File: src/assert_macros.svh
`ifndef ASSERT_MACROS_SVH
`define ASSERT_MACROS_SVH

// Checked outside reset only
`define KPC_ASSERT(lbl, prop, msg) \
    lbl: assert property (@(posedge clk) disable iff (!rst_n) prop) else $error(msg);

// Checked on every clock edge, reset included
`define KPC_ASSERT_ALWAYS(lbl, prop, msg) \
    lbl: assert property (@(posedge clk) prop) else $error(msg);

`endif

File: src/kpc_pkg.sv
`default_nettype none
package kpc_pkg;

    localparam int DEF_MAX_ROWS = 64;
    localparam int DEF_MAX_COLS = 64;

    // Wide enough for diagonal index and board sizes at the largest parameter values
    localparam int CTRL_W  = 10;
    localparam int COUNT_W = 64;
    localparam int IN_W    = 7;

    typedef logic [COUNT_W-1:0] count_t;

    typedef struct packed {
        logic              clear;
        logic              step;
        logic [CTRL_W-1:0] diag;
        logic [CTRL_W-1:0] rows;
        logic [CTRL_W-1:0] cols;
    } cell_ctrl_t;

    typedef enum logic {
        ST_IDLE,
        ST_RUN
    } kpc_state_t;

endpackage
`default_nettype wire

File: src/kpc_cell.sv
`default_nettype none
module kpc_cell
    import kpc_pkg::*;
#(
    parameter int IDX = 0
)
(
    input  wire        clk,
    input  cell_ctrl_t ctrl,
    input  count_t     up1_h3,   // row-1, three diagonals back
    input  count_t     dn1_h1,   // row+1, previous diagonal
    input  count_t     up2_h3,   // row-2, three diagonals back
    input  count_t     up2_h1,   // row-2, previous diagonal
    output count_t     h1,
    output count_t     h3,
    output count_t     value,
    output logic       ovf
);

    localparam logic [CTRL_W-1:0] MY_ROW = CTRL_W'(IDX);

    count_t h1_reg, h2_reg, h3_reg;
    logic   valid, start;
    logic [COUNT_W:0]   s_lo, s_hi;
    logic [COUNT_W+1:0] s_all;
    logic   sat;
    count_t v_sat;

    always_comb
    begin
        valid = (MY_ROW < ctrl.rows) && (ctrl.diag >= MY_ROW)
             && ((ctrl.diag - MY_ROW) < ctrl.cols);
        start = (IDX == 0) && (ctrl.diag == '0);
        // Saturating one add at a time ends at the clamped full sum, so add as a tree
        s_lo  = {1'b0, up1_h3} + {1'b0, dn1_h1};
        s_hi  = {1'b0, up2_h3} + {1'b0, up2_h1};
        s_all = {1'b0, s_lo} + {1'b0, s_hi};
        sat   = |s_all[COUNT_W+1:COUNT_W];
        v_sat = sat ? '1 : s_all[COUNT_W-1:0];
        if (!valid)
        begin
            value = '0;
        end
        else if (start)
        begin
            value = count_t'(1);
        end
        else
        begin
            value = v_sat;
        end
        ovf = valid && !start && sat;
    end

    // Shift own row history by one diagonal per step
    always_ff @(posedge clk)
    begin
        if (ctrl.clear)
        begin
            h1_reg <= '0;
            h2_reg <= '0;
            h3_reg <= '0;
        end
        else if (ctrl.step)
        begin
            h1_reg <= value;
            h2_reg <= h1_reg;
            h3_reg <= h2_reg;
        end
    end

    assign h1 = h1_reg;
    assign h3 = h3_reg;

endmodule
`default_nettype wire

File: config.mk
export PLATFORM = sky130hd
export DESIGN_NAME = kpc_cell
export DESIGN_NICKNAME = d
export VERILOG_FILES = /design/src/assert_macros.svh /design/src/kpc_pkg.sv /design/src/kpc_cell.sv
export SDC_FILE = /design/constraint.sdc
export NUM_CORES = 1
export LEC_CHECK = 0
export ABC_AREA = 1
export BUFFER_PORTS_ARGS = -buffer_cell sky130_fd_sc_hd__buf_2
export CELL_PAD_IN_SITES_DETAIL_PLACEMENT = 0
export CELL_PAD_IN_SITES_GLOBAL_PLACEMENT = 1
export CORE_MARGIN = 5
export CORE_UTILIZATION = 40
export CTS_BUF_LIST = sky130_fd_sc_hd__clkbuf_2
export DETAILED_ROUTE_END_ITERATION = 8
export PLACE_DENSITY_LB_ADDON = 0.1
export SYNTH_ARGS = -nofsm -noshare
export SYNTH_HDL_FRONTEND = slang
export SYNTH_SLANG_ARGS = --single-unit
File: constraint.sdc
create_clock -name clk -period 15.9 [get_ports clk]
set_input_delay 3.975 -clock clk [delete_from_list [all_inputs] [get_ports clk]]
set_output_delay 3.975 -clock clk [all_outputs]
set_load 0.1 [all_outputs]
# Yosys cells after proc, flatten, opt, wreduce, memory -nomap -nowiden
# Cells that the tools add are included.
[totals]
input_bits = 289
reg_bits = 192
word_cells = 19
[classes]
n_lt_le_gt_ge = 3
addsub = 3
n_mux = 3
reduce_logical = 7
[op_table]
columns = ["operator", "count"]
rows = [
  ["$mux W64", 3],
  ["$add A64 B64 Y65", 2],
  ["$add A65 B65 Y66", 1],
  ["$ge A10 B1 Y1 const B", 1],
  ["$logic_not A10 Y1", 1],
  ["$lt A1 B10 Y1 const A", 1],
  ["$lt A10 B10 Y1", 1],
  ["$logic_and A1 B1 Y1", 4],
  ["$reduce_or A2 Y1", 1],
  ["$logic_not A1 Y1", 1],
]

# Logic depth before layout (Yosys ltp)
[depth]
depth_word = 6
mapped_depth = 24

# Worst setup path after synthesis
# No wires, ideal clock.
[synth_path]
path_type = "input-to-output"
from = "input up1_h3[1]"
to = "output value[10]"
required_time_ns = 11.925
arrival_ns = 7.494
slack_ns = 4.431
path_stages = 22
cell_sequence = "inv_1 fa_1 fa_1 inv_1 ha_1 inv_1 fa_1 inv_1 nand2_1 nand2_1 nand3_1 nand2_1 nand2_1 nand3_2 nand2_2 nand2_2 a21oi_4 nand2_4 nand2_4 buf_6 buf_4 nand2_1"
[synth_via]
elab_chain_len = 6
[synth_rtl]
columns = ["element", "line_no", "text"]
rows = [
  ["start: declaration", "kpc_cell.sv:10", "input count_t up1_h3,"],
  ["$add A64 B64 Y65 *", "kpc_cell.sv:35", "s_lo = {1'b0, up1_h3} + {1'b0, dn1_h1};"],
  ["$add A65 B65 Y66 *", "kpc_cell.sv:37", "s_all = {1'b0, s_lo} + {1'b0, s_hi};"],
  ["$reduce_or A2 Y1", "kpc_cell.sv:38", "sat = |s_all[COUNT_W+1:COUNT_W];"],
  ["$mux W64 *", "kpc_cell.sv:39", "v_sat = sat ? '1 : s_all[COUNT_W-1:0];"],
  ["$mux W64 *", "kpc_cell.sv:44", "else if (start)"],
  ["$mux W64 *", "kpc_cell.sv:40", "if (!valid)"],
  ["end: declaration", "kpc_cell.sv:16", "output count_t value,"],
]
# Every way passes the cells marked *; elsewhere a longest branch is shown, timed or not.

# Worst setup path after layout
[layout_path]
from = "input up1_h3[19]"
to = "output value[30]"
# Same word-level chain as after synthesis.

==> results by group <==
Placement
  – Setup slack after placement: 3.48 ns
  – HPWL after detailed placement: 50,500 um
  – Port Buf Inserts: 481
  – Global placer's final weighted congestion: 0.918

Final layout
  – Layout area overhead: 17.6%
  – Most frequent standard cell in the layout excluding fill and tap cells: inv_1
  – Commonest cells after routing, fill and taps aside: inv_1, nand2_1, buf_2, nor2_1, dfxtp_1
  – Share of layout cells above drive strength 1: 17.5%
  – Layout net count: 3,792

Synthesis
  – Synthesized instance count: 2,874
  – Post-synth design cell area: 17,700 sq um
  – Largest area contributor in the synthesized netlist: dfxtp_1
  – Net Count, Synth: 3,365
  – FFs w/ async S/R, synth: 0%
  – Synth Flop Type: dfxtp_1
  – EDFF count, synth: 0
  – Proportion of synthesized chip area in sequential cells: 21.7%
  – Synthesized area per cell: 6.16 sq um
  – Register bit count reported by yosys: 192
  – Count of different cell masters after synthesis: 40
  – Synthesis warning total: 0
  – Post-synth top area share: 21.7%
  – Synth area leaders: dfxtp_1, inv_1, nand2_1, fa_1, nor2_1

Outcome
  – Status: completed

Route
  – Average wire length per cell after detail routing: 15.1 um
  – Wire length after detailed routing: 59,200 um
  – Overall via count from detail_route: 17,900
  – Via density: 4.59
  – Number of routed nets with antenna violations: 0
  – Iteration count of the initial detailed-routing pass: 6
  – Violation count after the first detailed-routing iteration: 1,154
  – DRC errors left: 0

Floorplan
  – Number of top-level pins: 482
  – Starting density of the core: 40.2%
  – Area of the die: 48,500 sq um
  – CORE AREA: 44,000 sq um
  – Number of standard-cell rows in the floorplan: 77
  – Die Ht: 220 um
  – Die extent in x: 220 um

Clock network
  – Root buffer selected by CTS: clkbuf_2
  – Number of clock sinks seen by CTS: 192
  – Clock transition time at the flip-flop clock pins of the worst setup and hold paths: 0.28 ns
  – Number of clock buffers inserted by TritonCTS: 17
  – CTS tree: built
  – Total setup buffers inserted after CTS: 0
  – Resized cells post-CTS: 0
  – Hold-fix buffers at CTS: 0
  – Worst-Skew Late Latency: 0.75 ns
  – Largest buffer count on any clock path: 2
  – H-tree depth reported by CTS: 4

Setup path
  – Setup Crit Path Kind: primary input to output pin
  – Data required time of the worst path: 11.93 ns
  – Stage delay of the slowest cell on the critical path: 0.55 ns
  – Slowest CP cell: buf_4
  – Cell repeated most along the worst path: nand2_1
  – Startpoint class of the critical path: primary input
  – Endpoint kind of the worst setup timing path: output pin
  – Worst-path fanout max: 51
  – Arr. time, crit path: 8.39 ns
  – Worst path cell trace: buf_2, inv_1, fa_1, fa_1, inv_1, ha_1, nand2_1, inv_1, nand2_1, nand2_1, nand2_1, nand2_1, inv_1, nand3_2, nand2_2, nand2_2, a21oi_4, nand2_4, nand2_4, buf_4, nand2_1, buf_2

Global route
  – Number of antenna violations at the first check in global routing: 1
  – Maximum number of pins on one net before global-route repair: 91
  – Global routing usage summed across all routing layers: 23.8%
  – Vias in the first global route: 17,100
  – First-pass GRT wire length: 91,500 um
  – Aggregate global routing overflow: 0

Timing
  – Headroom to the max-slew limit: 43.5%
  – Measured slew at the worst slew-check pin: 0.847 ns
  – Share of the clock period used by the worst path: 77.8%
  – Minimum setup slack in the final design: 3.54 ns
  – Pins Over Slew Limit: 0
  – Final critical delay including setup and external delays: 12.36 ns
  – Count of endpoints failing hold in the final timing report: 0
  – Sum of negative setup slack: 0 ns
  – Setup repair after global routing missed its margin: false
  – Number of setup violations in the final report: 0
  – Largest clock skew in the final design: 0.0264 ns
  – Max Fclk: 0.0809 GHz

Pwr
  – Pwr Density: 163 nW/um^2
  – Maximum ir drop on the vdd rail: 0.000148 V
  – Reported leakage power: 12.8 nW

Job
  – Maximum capacitance violations: 0

Min path
  – Path type of the worst min-delay path: register to register
==> power by group <==
group,switching [mW],internal (mW),total (mW)
clock network,0.170,0.0742,0.245
registers,0.0380,0.535,0.573
logic,2.02,0.546,2.57
==> cell usage after synthesis (3+ instances only) <==
cell type    n
dfxtp_1    192
buf_1        4
xor2_1      31
ha_1        74
nand2_4      4
nand4_1      9
buf_2        7
nor2_2       7
nor4_1       4
nor3_1      15
nor2_1     407
a21oi_1    103
buf_4        5
nand3_2     11
inv_1      747
inv_2       10
clkinv_1     3
nor2_4       3
clkbuf_1    62
nand3_1    108
o21ai_0    159
nand2_1    725
fa_1       128
nand3b_1    12
o21bai_1    11
nand2_2     15
==> metal layers <==
layer	up-vias	routed length (um)	GRT usage [%]
met1	8173	28000	34.8
met5	-	0	0
li1	9226	-	-
met4	0	1070	5.03
met2	476	26800	37.9
met3	55	3290	2.75
==> stage by stage <==
| stage | power [mW] | hold slack [ns] | utilization (%) | area (sq um) | instances |
|---|---|---|---|---|---|
| after CTS | 3.40 | 0.471 | 47.3 | 20800 | 3906 |
| final | 3.38 | 0.475 | 47.3 | 20800 | 3907 |
| after floorplan | 2.53 | 0.450 | - | 17700 | 2874 |
| after global routing | 3.62 | 0.510 | 47.3 | 20800 | 3907 |
| after global placement | 3.14 | 0.456 | 46.7 | 20600 | 3874 |
| after detailed placement | 3.14 | 0.463 | 46.7 | 20600 | 3874 |
==> worst max-delay path, delay by kind of cell <==
| family | cells | cell delay, ns |
|---|---|---|
| fa+ha+maj | 3 | 1.42 |
| simple gates | 11 | 1.36 |
| buf+inv | 7 | 1.17 |
| compound gates | 1 | 0.43 |
==> worst paths after layout <==
check | slack [ns] | end | from | cells past startpoint
max | 3.54 | value[30] | up1_h3[19] | 22
max reg2reg | 15.08 | h1[19]$_SDFFE_PP0P_ | h1[19]$_SDFFE_PP0P_ | 4
min reg2reg | 0.48 | h3[63]$_SDFFE_PP0P_ | h2_reg[63]$_SDFFE_PP0P_ | 2
min | 0.48 | h3[63]$_SDFFE_PP0P_ | h2_reg[63]$_SDFFE_PP0P_ | 2
==> kinds of logic after synthesis <==
| family | synth area share, % |
|---|---|
| buf+inv | 18.1 |
| flops | 21.7 |
| fa+ha+maj | 19.7 |
| compound gates | 8.12 |
| simple gates | 30.7 |
| xor+xnor | 1.63 |
==> cell type report <==
class | instances | area [sq um]
Fill cell | 4879 | 23200
Timing Repair Buffer | 488 | 2470
Sequential cell | 192 | 3840
Clock inverter | 15 | 161
Inverter | 760 | 2860
Clock buffer | 17 | 85.1
Antenna cell | 1 | 2.50
Multi-Input combinational cell | 1842 | 10700
Tap cell | 592 | 741
(Power assumes the default switching activity.)
